<file path="config.mk">
export PLATFORM = sky130hd
export DESIGN_NAME = bisection_cubic_root_finder_flat
export DESIGN_NICKNAME = d
export VERILOG_FILES = /design/src/bcr_pkg.sv /design/src/bcr_ifs.sv /design/src/bcr_sequencer.sv /design/src/bcr_datapath.sv /design/src/bisection_cubic_root_finder.sv /design/src/flat_wrapper.sv
export SDC_FILE = /design/constraint.sdc
export NUM_CORES = 2
export LEC_CHECK = 0
export ABC_CLOCK_PERIOD_IN_PS = 29900
export BUFFER_PORTS_ARGS = -buffer_cell sky130_fd_sc_hd__buf_2
export CAP_MARGIN = 20
export CORE_ASPECT_RATIO = 1.5
export CORE_MARGIN = 3
export CORE_UTILIZATION = 55
export DETAILED_ROUTE_END_ITERATION = 12
export PLACE_DENSITY = 0.75
export REMOVE_ABC_BUFFERS = 1
export SETUP_SLACK_MARGIN = 0.02
export SYNTH_ARGS = -nofsm -noshare
export SYNTH_HDL_FRONTEND = slang
export SYNTH_SLANG_ARGS = --single-unit
</file>
<file path="constraint.sdc">
create_clock -name clk -period 29.9 [get_ports clk]
set_input_delay 5.98 -clock clk [delete_from_list [all_inputs] [get_ports clk]]
set_output_delay 5.98 -clock clk [all_outputs]
set_load 0.005 [all_outputs]
</file>
<file path="src/bcr_pkg.sv">
// bcr_pkg: shared types, constants and the control program of the bisection cubic root finder
// depends on nothing; used by every other file of the block but bcr_ifs

package bcr_pkg;

	localparam int DIGIT_BITS   = 32;
	localparam int OFFSET_BITS  = 32;
	localparam int TOL_BITS     = 31;
	localparam int CNT_BITS     = 7;
	localparam int MAX_HALVINGS = 64;
	localparam int PC_BITS      = 4;
	localparam int CFG_IDX_BITS = 1;

	localparam logic signed [OFFSET_BITS-1:0] CUBE_OFFSET_RESET = 32'sd419430400;
	localparam logic [TOL_BITS-1:0]           TOLERANCE_RESET   = 31'd1678;

	localparam logic [CFG_IDX_BITS-1:0] CFG_CUBE_OFFSET = 1'b0;
	localparam logic [CFG_IDX_BITS-1:0] CFG_TOLERANCE   = 1'b1;

	typedef enum logic [3:0] {
		OP_WAIT,
		OP_SETX_A,
		OP_SETX_B,
		OP_SQ,
		OP_CU,
		OP_SIGN_A,
		OP_SIGN_B,
		OP_CHECK,
		OP_INIT,
		OP_TEST,
		OP_DECIDE,
		OP_EMIT
	} op_t;

	typedef enum logic [3:0] {
		C_NEVER,
		C_NO_INPUT,
		C_SQ_MORE,
		C_CU_MORE,
		C_SAME_SIGN,
		C_STOP,
		C_FC_NONZERO,
		C_OUT_BUSY
	} cond_t;

	typedef struct packed {
		op_t                op;
		cond_t              cond;
		logic [PC_BITS-1:0] target;
	} ctrl_t;

	typedef struct packed {
		logic no_input;
		logic sq_more;
		logic cu_more;
		logic same_sign;
		logic stop;
		logic fc_nonzero;
		logic out_busy;
	} status_t;

	typedef struct packed {
		logic neg;
		logic zero;
	} sgn_t;

	// program steps
	localparam logic [PC_BITS-1:0] ST_SETX_A = 4'd0;
	localparam logic [PC_BITS-1:0] ST_SQ_A   = 4'd1;
	localparam logic [PC_BITS-1:0] ST_CU_A   = 4'd2;
	localparam logic [PC_BITS-1:0] ST_SIGN_A = 4'd3;
	localparam logic [PC_BITS-1:0] ST_SETX_B = 4'd4;
	localparam logic [PC_BITS-1:0] ST_SQ_B   = 4'd5;
	localparam logic [PC_BITS-1:0] ST_CU_B   = 4'd6;
	localparam logic [PC_BITS-1:0] ST_SIGN_B = 4'd7;
	localparam logic [PC_BITS-1:0] ST_CHECK  = 4'd8;
	localparam logic [PC_BITS-1:0] ST_INIT   = 4'd9;
	localparam logic [PC_BITS-1:0] ST_TEST   = 4'd10;
	localparam logic [PC_BITS-1:0] ST_SQ_C   = 4'd11;
	localparam logic [PC_BITS-1:0] ST_CU_C   = 4'd12;
	localparam logic [PC_BITS-1:0] ST_DECIDE = 4'd13;
	localparam logic [PC_BITS-1:0] ST_EMIT   = 4'd14;
	localparam logic [PC_BITS-1:0] ST_WAIT   = 4'd15;

	// jump to target when the condition holds, else fall through (wait wraps to step zero)
	function automatic ctrl_t rom_word(logic [PC_BITS-1:0] pc);
		ctrl_t w;
		unique case (pc)
			ST_SETX_A: w = '{op: OP_SETX_A, cond: C_NEVER,      target: ST_SETX_A};
			ST_SQ_A:   w = '{op: OP_SQ,     cond: C_SQ_MORE,    target: ST_SQ_A};
			ST_CU_A:   w = '{op: OP_CU,     cond: C_CU_MORE,    target: ST_CU_A};
			ST_SIGN_A: w = '{op: OP_SIGN_A, cond: C_NEVER,      target: ST_SIGN_A};
			ST_SETX_B: w = '{op: OP_SETX_B, cond: C_NEVER,      target: ST_SETX_B};
			ST_SQ_B:   w = '{op: OP_SQ,     cond: C_SQ_MORE,    target: ST_SQ_B};
			ST_CU_B:   w = '{op: OP_CU,     cond: C_CU_MORE,    target: ST_CU_B};
			ST_SIGN_B: w = '{op: OP_SIGN_B, cond: C_NEVER,      target: ST_SIGN_B};
			ST_CHECK:  w = '{op: OP_CHECK,  cond: C_SAME_SIGN,  target: ST_EMIT};
			ST_INIT:   w = '{op: OP_INIT,   cond: C_NEVER,      target: ST_INIT};
			ST_TEST:   w = '{op: OP_TEST,   cond: C_STOP,       target: ST_EMIT};
			ST_SQ_C:   w = '{op: OP_SQ,     cond: C_SQ_MORE,    target: ST_SQ_C};
			ST_CU_C:   w = '{op: OP_CU,     cond: C_CU_MORE,    target: ST_CU_C};
			ST_DECIDE: w = '{op: OP_DECIDE, cond: C_FC_NONZERO, target: ST_TEST};
			ST_EMIT:   w = '{op: OP_EMIT,   cond: C_OUT_BUSY,   target: ST_EMIT};
			ST_WAIT:   w = '{op: OP_WAIT,   cond: C_NO_INPUT,   target: ST_WAIT};
			default:   w = '{op: OP_WAIT,   cond: C_NO_INPUT,   target: ST_WAIT};
		endcase
		return w;
	endfunction

endpackage

</file>
<file path="src/bcr_ifs.sv">
// bcr_in_if / bcr_out_if: valid-ready channels for intervals and results
// depends on nothing

interface bcr_in_if #(parameter int WORD_BITS = 32) ();
	logic                        valid;
	logic                        ready;
	logic signed [WORD_BITS-1:0] lower_bound;
	logic signed [WORD_BITS-1:0] upper_bound;

	modport source(output valid, lower_bound, upper_bound, input ready);
	modport sink(input valid, lower_bound, upper_bound, output ready);
endinterface

interface bcr_out_if #(parameter int WORD_BITS = 32) ();
	logic                        valid;
	logic                        ready;
	logic signed [WORD_BITS-1:0] root_estimate;
	logic [6:0]                  halving_count;
	logic                        no_root;

	modport source(output valid, root_estimate, halving_count, no_root, input ready);
	modport sink(input valid, root_estimate, halving_count, no_root, output ready);
endinterface

</file>
<file path="src/bcr_sequencer.sv">
// bcr_sequencer: step counter over the control program with conditional jumps
// depends on bcr_pkg

module bcr_sequencer (
	input  logic             clk,
	input  logic             arst_n,
	input  bcr_pkg::status_t status,
	output bcr_pkg::ctrl_t   ctrl
);

	logic [bcr_pkg::PC_BITS-1:0] pc_q;
	logic                        taken;

	assign ctrl = bcr_pkg::rom_word(pc_q);

	always_comb begin
		case (ctrl.cond)
			bcr_pkg::C_NO_INPUT:   taken = status.no_input;
			bcr_pkg::C_SQ_MORE:    taken = status.sq_more;
			bcr_pkg::C_CU_MORE:    taken = status.cu_more;
			bcr_pkg::C_SAME_SIGN:  taken = status.same_sign;
			bcr_pkg::C_STOP:       taken = status.stop;
			bcr_pkg::C_FC_NONZERO: taken = status.fc_nonzero;
			bcr_pkg::C_OUT_BUSY:   taken = status.out_busy;
			default:               taken = 1'b0;
		endcase
	end

	always_ff @(posedge clk or negedge arst_n) begin
		if (!arst_n) begin
			pc_q <= bcr_pkg::ST_WAIT;
		end else if (taken) begin
			pc_q <= ctrl.target;
		end else begin
			pc_q <= pc_q + 1'b1;
		end
	end

endmodule

</file>
<file path="src/bcr_datapath.sv">
// bcr_datapath: interval registers, shared digit multiplier for x cubed, sign compare
// depends on bcr_pkg and the channel interfaces

module bcr_datapath #(
	parameter int WORD_BITS = 32,
	parameter int FRAC_BITS = 24
) (
	input  logic                                  clk,
	input  logic                                  arst_n,
	input  bcr_pkg::ctrl_t                        ctrl,
	output bcr_pkg::status_t                      status,
	input  logic signed [bcr_pkg::OFFSET_BITS-1:0] cube_offset,
	input  logic [bcr_pkg::TOL_BITS-1:0]          tolerance,
	bcr_in_if.sink                                in_ch,
	bcr_out_if.source                             out_ch
);

	localparam int DIG       = bcr_pkg::DIGIT_BITS;
	localparam int SQ_DIGITS = (WORD_BITS + DIG - 1) / DIG;
	localparam int CU_DIGITS = (2 * WORD_BITS + DIG - 1) / DIG;
	localparam int DIGW      = (CU_DIGITS > 1) ? $clog2(CU_DIGITS) : 1;
	localparam int ACC_W     = 3 * WORD_BITS;
	localparam int SQ_W      = 2 * WORD_BITS;
	localparam int PROD_W    = WORD_BITS + DIG;
	localparam int OFF_W     = bcr_pkg::OFFSET_BITS + 2 * FRAC_BITS;
	localparam int CMP_W     = ((ACC_W > OFF_W) ? ACC_W : OFF_W) + 2;
	localparam int WID_W     = (WORD_BITS + 1 > bcr_pkg::TOL_BITS + 1) ?
	                           WORD_BITS + 1 : bcr_pkg::TOL_BITS + 1;
	localparam int CNT       = bcr_pkg::CNT_BITS;

	logic signed [WORD_BITS-1:0] a_q, b_q, c_q;
	logic [WORD_BITS-1:0]        mag_q;
	logic                        xneg_q;
	logic [SQ_W-1:0]             sq_q;
	logic [ACC_W-1:0]            acc_q;
	logic [DIGW-1:0]             dig_q;
	logic [CNT-1:0]              n_q;
	logic                        nr_q;
	bcr_pkg::sgn_t               fa_q, fb_q;
	logic                        out_valid_q;
	logic signed [WORD_BITS-1:0] out_root_q;
	logic [CNT-1:0]              out_cnt_q;
	logic                        out_nr_q;

	logic [SQ_DIGITS*DIG-1:0]    mag_pad;
	logic [CU_DIGITS*DIG-1:0]    sq_pad;
	logic [DIG-1:0]              digit;
	logic [PROD_W-1:0]           prod;
	logic [ACC_W-1:0]            acc_next;
	logic                        sq_last, cu_last;
	logic signed [CMP_W-1:0]     cube_s, off_s;
	bcr_pkg::sgn_t               sgn_now;
	logic signed [WORD_BITS:0]   sum;
	logic signed [WORD_BITS-1:0] mid;
	logic signed [WID_W-1:0]     width_s, tol_s;
	logic                        go;
	logic                        accept, out_busy;
	logic                        fa_fc_opposite;

	// shared multiply-accumulate, one digit a step
	assign mag_pad  = (SQ_DIGITS*DIG)'(mag_q);
	assign sq_pad   = (CU_DIGITS*DIG)'(sq_q);
	assign digit    = (ctrl.op == bcr_pkg::OP_CU) ? sq_pad[dig_q*DIG +: DIG] :
	                                                mag_pad[dig_q*DIG +: DIG];
	assign prod     = mag_q * digit;
	assign acc_next = acc_q + (ACC_W'(prod) << (DIG * dig_q));
	assign sq_last  = (dig_q == DIGW'(SQ_DIGITS - 1));
	assign cu_last  = (dig_q == DIGW'(CU_DIGITS - 1));

	// exact sign of x^3 - offset * 2^(2*frac)
	always_comb begin
		cube_s = xneg_q ? -$signed(CMP_W'(acc_q)) : $signed(CMP_W'(acc_q));
		off_s  = $signed(CMP_W'(cube_offset)) <<< (2 * FRAC_BITS);
		sgn_now.neg  = cube_s < off_s;
		sgn_now.zero = cube_s == off_s;
	end

	assign sum     = (WORD_BITS+1)'(a_q) + (WORD_BITS+1)'(b_q);
	assign mid     = sum[WORD_BITS:1];
	assign width_s = WID_W'(b_q) - WID_W'(a_q);
	assign tol_s   = $signed(WID_W'(tolerance));
	assign go      = (width_s >= tol_s) && (n_q < CNT'(bcr_pkg::MAX_HALVINGS));

	assign fa_fc_opposite = !fa_q.zero && !sgn_now.zero && (fa_q.neg != sgn_now.neg);

	assign in_ch.ready = (ctrl.op == bcr_pkg::OP_WAIT);
	assign accept      = in_ch.valid && in_ch.ready;
	assign out_busy    = out_valid_q && !out_ch.ready;

	assign status.no_input   = !in_ch.valid;
	assign status.sq_more    = !sq_last;
	assign status.cu_more    = !cu_last;
	assign status.same_sign  = !fa_q.zero && !fb_q.zero && (fa_q.neg == fb_q.neg);
	assign status.stop       = !go;
	assign status.fc_nonzero = !sgn_now.zero;
	assign status.out_busy   = out_busy;

	assign out_ch.valid         = out_valid_q;
	assign out_ch.root_estimate = out_root_q;
	assign out_ch.halving_count = out_cnt_q;
	assign out_ch.no_root       = out_nr_q;

	always_ff @(posedge clk) begin
		unique case (ctrl.op)
			bcr_pkg::OP_WAIT: begin
				if (accept) begin
					a_q  <= in_ch.lower_bound;
					b_q  <= in_ch.upper_bound;
					nr_q <= 1'b0;
				end
			end
			bcr_pkg::OP_SETX_A: begin
				mag_q  <= a_q[WORD_BITS-1] ? -a_q : a_q;
				xneg_q <= a_q[WORD_BITS-1];
				acc_q  <= '0;
				dig_q  <= '0;
			end
			bcr_pkg::OP_SETX_B: begin
				mag_q  <= b_q[WORD_BITS-1] ? -b_q : b_q;
				xneg_q <= b_q[WORD_BITS-1];
				acc_q  <= '0;
				dig_q  <= '0;
			end
			bcr_pkg::OP_SQ: begin
				if (sq_last) begin
					sq_q  <= acc_next[SQ_W-1:0];
					acc_q <= '0;
					dig_q <= '0;
				end else begin
					acc_q <= acc_next;
					dig_q <= dig_q + 1'b1;
				end
			end
			bcr_pkg::OP_CU: begin
				acc_q <= acc_next;
				dig_q <= cu_last ? '0 : dig_q + 1'b1;
			end
			bcr_pkg::OP_SIGN_A: fa_q <= sgn_now;
			bcr_pkg::OP_SIGN_B: fb_q <= sgn_now;
			bcr_pkg::OP_CHECK: begin
				if (status.same_sign) begin
					c_q  <= '0;
					n_q  <= '0;
					nr_q <= 1'b1;
				end
			end
			bcr_pkg::OP_INIT: begin
				c_q <= mid;
				n_q <= '0;
			end
			bcr_pkg::OP_TEST: begin
				if (go) begin
					c_q    <= mid;
					mag_q  <= mid[WORD_BITS-1] ? -mid : mid;
					xneg_q <= mid[WORD_BITS-1];
					acc_q  <= '0;
					dig_q  <= '0;
				end
			end
			bcr_pkg::OP_DECIDE: begin
				if (!sgn_now.zero) begin
					if (fa_fc_opposite) begin
						b_q <= c_q;
					end else begin
						a_q  <= c_q;
						fa_q <= sgn_now;
					end
					n_q <= n_q + 1'b1;
				end
			end
			bcr_pkg::OP_EMIT: begin
				if (!out_busy) begin
					out_root_q <= c_q;
					out_cnt_q  <= n_q;
					out_nr_q   <= nr_q;
				end
			end
			default: begin
			end
		endcase
	end

	always_ff @(posedge clk or negedge arst_n) begin
		if (!arst_n) begin
			out_valid_q <= 1'b0;
		end else if (ctrl.op == bcr_pkg::OP_EMIT && !out_busy) begin
			out_valid_q <= 1'b1;
		end else if (out_ch.ready) begin
			out_valid_q <= 1'b0;
		end
	end

endmodule

</file>
<file path="src/bisection_cubic_root_finder.sv">
// bisection_cubic_root_finder: bisection search for a root of x^3 - cube_offset per interval item
// steps per item: x set, square, cube and sign for the lower then the upper bound, a sign
// check (same signs go to emit), init, then test, square, cube, decide per halving, emit
// one item at a time; the next item is taken once the result sits in the output register
// the step counter, multiply digit counter, multiplier and output back-pressure set the rate; up to 64 halvings
// arst_n clears the sequencer and output valid and loads cube_offset 25.0, tolerance 1678

module bisection_cubic_root_finder #(
	parameter int WORD_BITS = 32,
	parameter int FRAC_BITS = 24
) (
	input  logic                                 clk,
	input  logic                                 arst_n,
	bcr_in_if.sink                               in_ch,
	bcr_out_if.source                            out_ch,
	input  logic                                 cfg_we,
	input  logic [bcr_pkg::CFG_IDX_BITS-1:0]     cfg_idx,
	input  logic [bcr_pkg::OFFSET_BITS-1:0]      cfg_wdata
);

	logic signed [bcr_pkg::OFFSET_BITS-1:0] cube_offset_q;
	logic [bcr_pkg::TOL_BITS-1:0]           tolerance_q;
	bcr_pkg::ctrl_t                         ctrl;
	bcr_pkg::status_t                       status;

	always_ff @(posedge clk or negedge arst_n) begin
		if (!arst_n) begin
			cube_offset_q <= bcr_pkg::CUBE_OFFSET_RESET;
			tolerance_q   <= bcr_pkg::TOLERANCE_RESET;
		end else if (cfg_we) begin
			unique case (cfg_idx)
				bcr_pkg::CFG_CUBE_OFFSET: cube_offset_q <= $signed(cfg_wdata);
				bcr_pkg::CFG_TOLERANCE:   tolerance_q   <= cfg_wdata[bcr_pkg::TOL_BITS-1:0];
				default: begin
				end
			endcase
		end
	end

	bcr_sequencer u_seq (
		.clk    (clk),
		.arst_n (arst_n),
		.status (status),
		.ctrl   (ctrl)
	);

	bcr_datapath #(
		.WORD_BITS (WORD_BITS),
		.FRAC_BITS (FRAC_BITS)
	) u_dp (
		.clk         (clk),
		.arst_n      (arst_n),
		.ctrl        (ctrl),
		.status      (status),
		.cube_offset (cube_offset_q),
		.tolerance   (tolerance_q),
		.in_ch       (in_ch),
		.out_ch      (out_ch)
	);

endmodule

</file>
<file path="src/flat_wrapper.sv">
// flat-port wrapper written by rule: the top's interface ports become plain ports
module bisection_cubic_root_finder_flat 
#(
	parameter int WORD_BITS = 32,
	parameter int FRAC_BITS = 24
)
  (clk, arst_n, cfg_we, cfg_idx, cfg_wdata, in_ch_valid, in_ch_lower_bound, in_ch_upper_bound, in_ch_ready, out_ch_valid, out_ch_root_estimate, out_ch_halving_count, out_ch_no_root, out_ch_ready);
  bcr_in_if #(.WORD_BITS(WORD_BITS)) in_ch_i ();
  bcr_out_if #(.WORD_BITS(WORD_BITS)) out_ch_i ();
  input  logic clk;
  input  logic arst_n;
  input  logic cfg_we;
  input  logic [bcr_pkg::CFG_IDX_BITS-1:0] cfg_idx;
  input  logic [bcr_pkg::OFFSET_BITS-1:0] cfg_wdata;
  input wire logic [$bits(in_ch_i.valid)-1:0] in_ch_valid;
  input wire logic [$bits(in_ch_i.lower_bound)-1:0] in_ch_lower_bound;
  input wire logic [$bits(in_ch_i.upper_bound)-1:0] in_ch_upper_bound;
  output wire logic [$bits(in_ch_i.ready)-1:0] in_ch_ready;
  output wire logic [$bits(out_ch_i.valid)-1:0] out_ch_valid;
  output wire logic [$bits(out_ch_i.root_estimate)-1:0] out_ch_root_estimate;
  output wire logic [$bits(out_ch_i.halving_count)-1:0] out_ch_halving_count;
  output wire logic [$bits(out_ch_i.no_root)-1:0] out_ch_no_root;
  input wire logic [$bits(out_ch_i.ready)-1:0] out_ch_ready;
  assign in_ch_i.valid = in_ch_valid;
  assign in_ch_i.lower_bound = in_ch_lower_bound;
  assign in_ch_i.upper_bound = in_ch_upper_bound;
  assign in_ch_ready = in_ch_i.ready;
  assign out_ch_valid = out_ch_i.valid;
  assign out_ch_root_estimate = out_ch_i.root_estimate;
  assign out_ch_halving_count = out_ch_i.halving_count;
  assign out_ch_no_root = out_ch_i.no_root;
  assign out_ch_i.ready = out_ch_ready;
  bisection_cubic_root_finder #(.WORD_BITS(WORD_BITS), .FRAC_BITS(FRAC_BITS)) u_core (.clk(clk), .arst_n(arst_n), .in_ch(in_ch_i), .out_ch(out_ch_i), .cfg_we(cfg_we), .cfg_idx(cfg_idx), .cfg_wdata(cfg_wdata));
endmodule
</file>
# Yosys cells after proc, flatten, opt, wreduce, memory -nomap -nowiden
# Memories as Yosys holds them, arrays and structs flattened.
# Cells that the tools add are included.
[op_classes]
addsub = 10
n_mul = 1
n_lt_le_gt_ge = 3
n_eq_ne = 27
shifts = 3
mux = 40
bitwise = 3
n_reduce_logical = 38
[ops]
columns = ["operator", "n"]
rows = [
  ["32-bit 2-to-1 mux", 13],
  ["96-bit one-hot mux with 4 select lines", 1],
  ["96-bit 2-to-1 mux", 2],
  ["32-bit one-hot mux with 3 select lines", 2],
  ["32-bit one-hot mux with 2 select lines", 2],
  ["98-bit by 80-bit equality test with 1-bit output", 1],
  ["98-bit by 80-bit less-than comparator with 1-bit output", 1],
  ["98-bit 2-to-1 mux", 1],
  ["96-bit negator with 98-bit output", 1],
  ["96-bit adder", 1],
  ["32-bit negator", 3],
  ["64-bit by 6-bit left shift with 96-bit output", 1],
  ["32-bit by 32-bit multiplier with 64-bit output", 1],
  ["64-bit by 7-bit variable part select with 32-bit output", 1],
  ["32-bit by 32-bit adder with 33-bit output", 1],
  ["33-bit by 32-bit >= comparator with 1-bit output", 1],
  ["32-bit by 32-bit subtractor with 33-bit output", 1],
  ["4-bit by 3-bit equality test with 1-bit output, second input constant", 8],
  ["32-bit by 7-bit variable part select with 32-bit output", 1],
  ["7-bit one-hot mux with 3 select lines", 1],
  ["4-bit by 2-bit equality test with 1-bit output, second input constant", 4],
  ["4-bit equality test, second input constant", 4],
  ["7-bit 2-to-1 mux", 2],
  ["2-bit AND reduction", 6],
  ["other kinds (27)", 65],
]
[word_totals]
regBits = 410
mem_bits_ro = 176
in_bits = 102
output_inout_bits = 42
elab_cells = 147
n_memories = 1
[memory_table]
columns = ["memory", "depth", "word_bits", "read_ports", "rd_ports_with_merged_regs", "write_ports", "line_no", "rtl"]
rows = [
  ["(name not given)", 16, 11, 1, 0, 0, "bcr_pkg.sv:88", "unique case (pc)"],
]

# Longest topological paths before layout
[logic_depth]
word_depth = 9
depth_mapped = 58

# Cells and area by module
# From an unflattened synthesis, not the netlist that was laid out.
[unflattened]
cells_unflattened = 7240
area_unflattened_um2 = 65476.5
[modules_own_cells]
columns = ["mod", "instances", "cells_each", "area_per_inst_um2", "seq_area_each_um2"]
rows = [
  ["bcr_datapath", 1, 7026, 62284.7, 10294.9],
  ["bisection_cubic_root_finder", 1, 135, 2542.4, 1587.8],
  ["bcr_sequencer", 1, 79, 649.4, 105.1],
]

# Worst setup path before layout
# No wires, ideal clock.
[synth_path]
kind = "register to register"
startpoint = "register u_core.u_seq.pc_q[0] (netlist bit)"
endpoint = "register u_core.u_dp.acc_q[92] (data pin)"
setup_time_ns = 0.266
t_arrival_ns = 12.945
required_time_ns = 29.634
setup_slack_ns = 16.689
stages_incl_launch_ff = 51
cell_sequence = "dfstp_2 > inv_1 > ha_1 > xnor2_1 > mux2_2 > or3_1 > clkbuf_1 > buf_2 > buf_1 > mux2i_1 > o21ai_0 > clkbuf_1 > and2_1 > fa_1 > fa_1 > inv_1 > fa_1 > fa_1 > (+15 left out) > o41ai_1 > a21o_1 > a21oi_1 > xor2_1 > o21ai_1 > ha_1 > a21oi_1 > o21bai_1 > a21oi_1 > o21ai_0 > or3_1 > or3_1 > o21ai_0 > a41oi_1 > a31o_2 > a211oi_1 > xor2_1 > nor2_1"
[synth_between]
elab_chain_len = 8
word_cells_on_any_way = 13
classes_between = "add/sub (1); mul (1); eq/ne (5); shift (1); mux (3); reduce/logical (1); memory (1)"
[synth_rtl]
columns = ["element", "line_no", "rtl"]
rows = [
  ["from (decl)", "bcr_sequencer.sv:11", "logic [bcr_pkg::PC_BITS-1:0] pc_q;"],
  ["from (signal assigned)", "bcr_sequencer.sv:31", "pc_q <= bcr_pkg::ST_WAIT;"],
  ["from (signal assigned)", "bcr_sequencer.sv:33", "pc_q <= ctrl.target;"],
  ["from (signal assigned)", "bcr_sequencer.sv:35", "pc_q <= pc_q + 1'b1;"],
  ["memory 16 x 11 bit (*)", "--", ""],
  ["4-bit by 3-bit equality test with 1-bit output", "bcr_datapath.sv:63, bcr_datapath.sv:104", ""],
  ["32-bit 2-to-1 mux", "bcr_datapath.sv:63", "assign digit = (ctrl.op == bcr_pkg::OP_CU) ? sq_pad[dig_q*DIG +: DIG] :"],
  ["32-bit by 32-bit multiplier with 64-bit output", "bcr_datapath.sv:65", "assign prod = mag_q * digit;"],
  ["64-bit by 6-bit left shift with 96-bit output", "bcr_datapath.sv:66", "assign acc_next = acc_q + (ACC_W'(prod) << (DIG * dig_q));"],
  ["96-bit adder", "bcr_datapath.sv:66", ""],
  ["96-bit 2-to-1 mux", "bcr_datapath.sv:125", "if (sq_last) begin"],
  ["96-bit one-hot mux with 4 select lines (*)", "bcr_datapath.sv:104", "unique case (ctrl.op)"],
  ["to (signal assigned)", "bcr_datapath.sv:130", "acc_q <= acc_next;"],
  ["to (signal assigned)", "bcr_datapath.sv:135", "acc_q <= acc_next;"],
  ["to (decl)", "bcr_datapath.sv:35", "logic [ACC_W-1:0] acc_q;"],
]
# Every way passes the cells marked *; elsewhere a longest branch is shown, timed or not.
# A chain may end at the register's enable or synchronous reset.

# Worst setup path after layout
[layout_path]
startpoint = "register u_core.u_seq.pc_q[1] (netlist bit)"
endpoint = "register u_core.u_dp.acc_q[94] (data pin)"
# Same word-level chain as after synthesis.

==> results by group <==
Worst setup path
  – Startpoint types: flop
  – Critical path's largest stage delay: just over 900 ps
  – Critical Path Most Common Cell: a21oi_1
  – Kind of critical path: reg2reg
  – Slowest CP cell: o31ai_1
  – RR Startpoint: u_core.u_seq.pc_q[1]
  – Crit end category: flop
  – CP Max Fanout: 38
  – Worst setup path start: u_core.u_seq.pc_q[1]
  – Buf/Inv on CP: 7
  – Crit path DAT: roughly 17000 ps
  – Crit path required time: slightly above 30000 ps
  – CP delay by family, top: compound AO/OA/AOI/OAI gates

Floorplan
  – # IOs: around 140
  – Core footprint: about 120000 um^2
  – Die ar.: 122000 um^2
  – Chip height: 427 um
  – Initial core utilization: between 50% and 60%
  – DIE WIDTH: between 200 and 300 um
  – Rows: 153

Synth
  – Leading area contributor after synthesis: fa_1
  – Yosys warnings: 0
  – Synthesized cell area: 64900 um^2
  – Ys async rst share: roughly 17%
  – Synth cell types: 94
  – Post-Syn Area per Cell: roughly 9.0 um^2
  – Top cell type's share of synthesized area: between 20% and 30%
  – Post-synth EDFFs: between 300 and 400
  – Mapped Cells: 7190
  – Synth Register Bits: 410
  – Seq/Total Area, Yosys: a little under a fifth
  – Top cells by area, synth: fa_1 28%, edfxtp_1 16%, ha_1 9.9%
  – Top_reg_cell synth: edfxtp_1

Place
  – RePlAce Congestion: between 1 and 1.5
  – DP Wirelength: 164 mm
  – Area after DPL: roughly 67000 um^2
  – Place WS: 13360 ps
  – Number of I/O port buffers: ~140

Clock network
  – CTS tree: yes
  – Clock transition at path regs: roughly 70 ps
  – H-tree depth: 2
  – Skew-Pair Late Insertion Delay: roughly 630 ps
  – Clock tree buffer depth: 3
  – Post-CTS Setup Inserts: 0
  – Post-cts resize count: 0
  – Clk root buf: clkbuf_16
  – CTS Hold Bufs: 0
  – CTS buffer count: 39
  – Clock sinks: approximately 400

Global routing
  – First-pass GRT wire length: between 300 and 400 mm
  – Largest net degree at the start of global routing: 83
  – Vias in the first global route: ~57k
  – Total gr overflow: 0
  – Initial antenna violation count: 13
  – Total GRT Usage: approximately a third

Routing
  – DRC viols: 0
  – Routed vias/inst: 6.05
  – WL/cell: around 24 um
  – Antenna Nets Post-Route: 0
  – Drt first pass iters: 7
  – DRT Wirelength: about 210 mm
  – Drt first-iter violations: 3790
  – Vias: 52.5k

Finish
  – Multi-input logic area: approximately 48000 um^2
  – P&R area growth vs syn: 5.60%
  – Most frequent cells in the layout: 1113 x inv_1, 899 x fa_1, 842 x nand2_1
  – Final core occ: a little under 60%
  – Layout cells sized above 1: under 10%
  – Fillers: a little over 10k
  – Seq. cell area: around 12000 um^2
  – Nets: 8611
  – Most common cell after layout, fill and taps aside: inv_1
  – Fin area: 68500 um^2

Min path
  – HP Start: u_core.u_dp.c_q[16]
  – Worst Hold Class: reg2reg

STA
  – Final worst slack: 12810 ps
  – Worst-Margin Slew: around 1200 ps
  – Rel. slew slack: roughly 22%
  – Setup violators final: 0
  – RSZ-0062 raised after global routing: no
  – Max Slew Vio Count: 0
  – Final period util: a little under three fifths
  – Post-route clock skew: approximately 69 ps
  – Final setup TNS: 0 ps
  – Fmax: a little under 0.06 GHz
  – Fin crit period: ~17000 ps
  – Final Hold Fails: 0

Flow run
  – Max-cap viol count: 0

Run status
  – Status: completed
## cells by family (layout without fill, tap and decap cells)
kind of cell    count (synthesis)  count (layout)  synth area share [%]
xor+xnor                      348             348                  4.70
compound gates               1106            1106                  10.9
other cells                     0               8                     0
simple gates                 2320            2320                  18.0
flops                         410             410                  18.5
mux                            95              95                  1.56
fa+ha+maj                    1414            1414                  37.7
buf+inv                      1497            1433                  8.70
## final timing paths
path,end,slack [ps],cells after the start
worst min-delay path,u_core.u_dp.out_ch.root_estimate[16],450,0
max in group asynchronous,u_core.cube_offset_q[13],23590,2
worst min register to register,u_core.u_dp.out_ch.root_estimate[16],450,0
worst max-delay path,u_core.u_dp.acc_q[94],12810,47
min in group asynchronous,u_core.u_dp.out_ch.valid,5170,1
worst max register to register,u_core.u_dp.acc_q[94],12810,47
## metal layers
| layer | GRT usage, % | vias to the layer above | part of all wire, % |
|---|---|---|---|
| met3 | 5.69 | 919 | 7.0 |
| li1 | - | 23000 | - |
| met1 | 36.5 | 26100 | 33 |
| met5 | 0 | - | 0.044 |
| met2 | 61.8 | 2435 | 50 |
| met4 | 28.6 | 12 | 9.8 |
## area by class of cell
type | count | share of cell area (%)
clock inverter | 30 | 0.395
antenna | 8 | 0.0292
tap | 1550 | 2.83
clock buffer | 42 | 1.52
multi-input combinational | 5283 | 69.4
sequential | 410 | 17.5
inverter | 1114 | 6.10
timing repair buffer | 247 | 2.22
## flip-flops by register name, summed over array words and instances, names as in the netlist, 2 cells and up
signal                            flops
u_core.u_dp.sq_pad                   64
u_core.u_dp.out_ch.root_estimate     32
u_core.tolerance_q                   31
u_core.cube_offset_q                 32
u_core.u_seq.pc_q                     4
u_core.u_dp.acc_q                    96
u_core.u_dp.mag_pad                  32
u_core.u_dp.b_q                      32
u_core.u_dp.c_q                      32
u_core.u_dp.out_ch.halving_count      7
u_core.u_dp.fb_q                      2
u_core.u_dp.n_q                       7
u_core.u_dp.fa_q                      2
u_core.u_dp.a_q                      32
## through the flow
stage / std cells / hold slack (ps)
4_1_cts: 8673 / 452
6_report: 8684 / 453
3_5_place_dp: 8601 / 434
5_1_grt: 8678 / 470
2_1_floorplan: 6807 / 400
3_3_place_gp: 8600 / 435
## Yosys cell counts (61+ instances only)
library cell  instances
xnor2_1             252
nand4_1              74
ha_1                515
nand2_1             843
a21oi_1             277
and2_1              643
a21o_1              146
fa_1                899
o21ai_0             273
nand3_1             103
xor2_1               96
nor2_1              287
edfxtp_1            342
nor2b_1              98
nor3_1               61
inv_1              1114
clkbuf_1            363
Power is not shown: default switching activity piles up to over one toggle a cycle in this logic, so the estimate is an artifact.
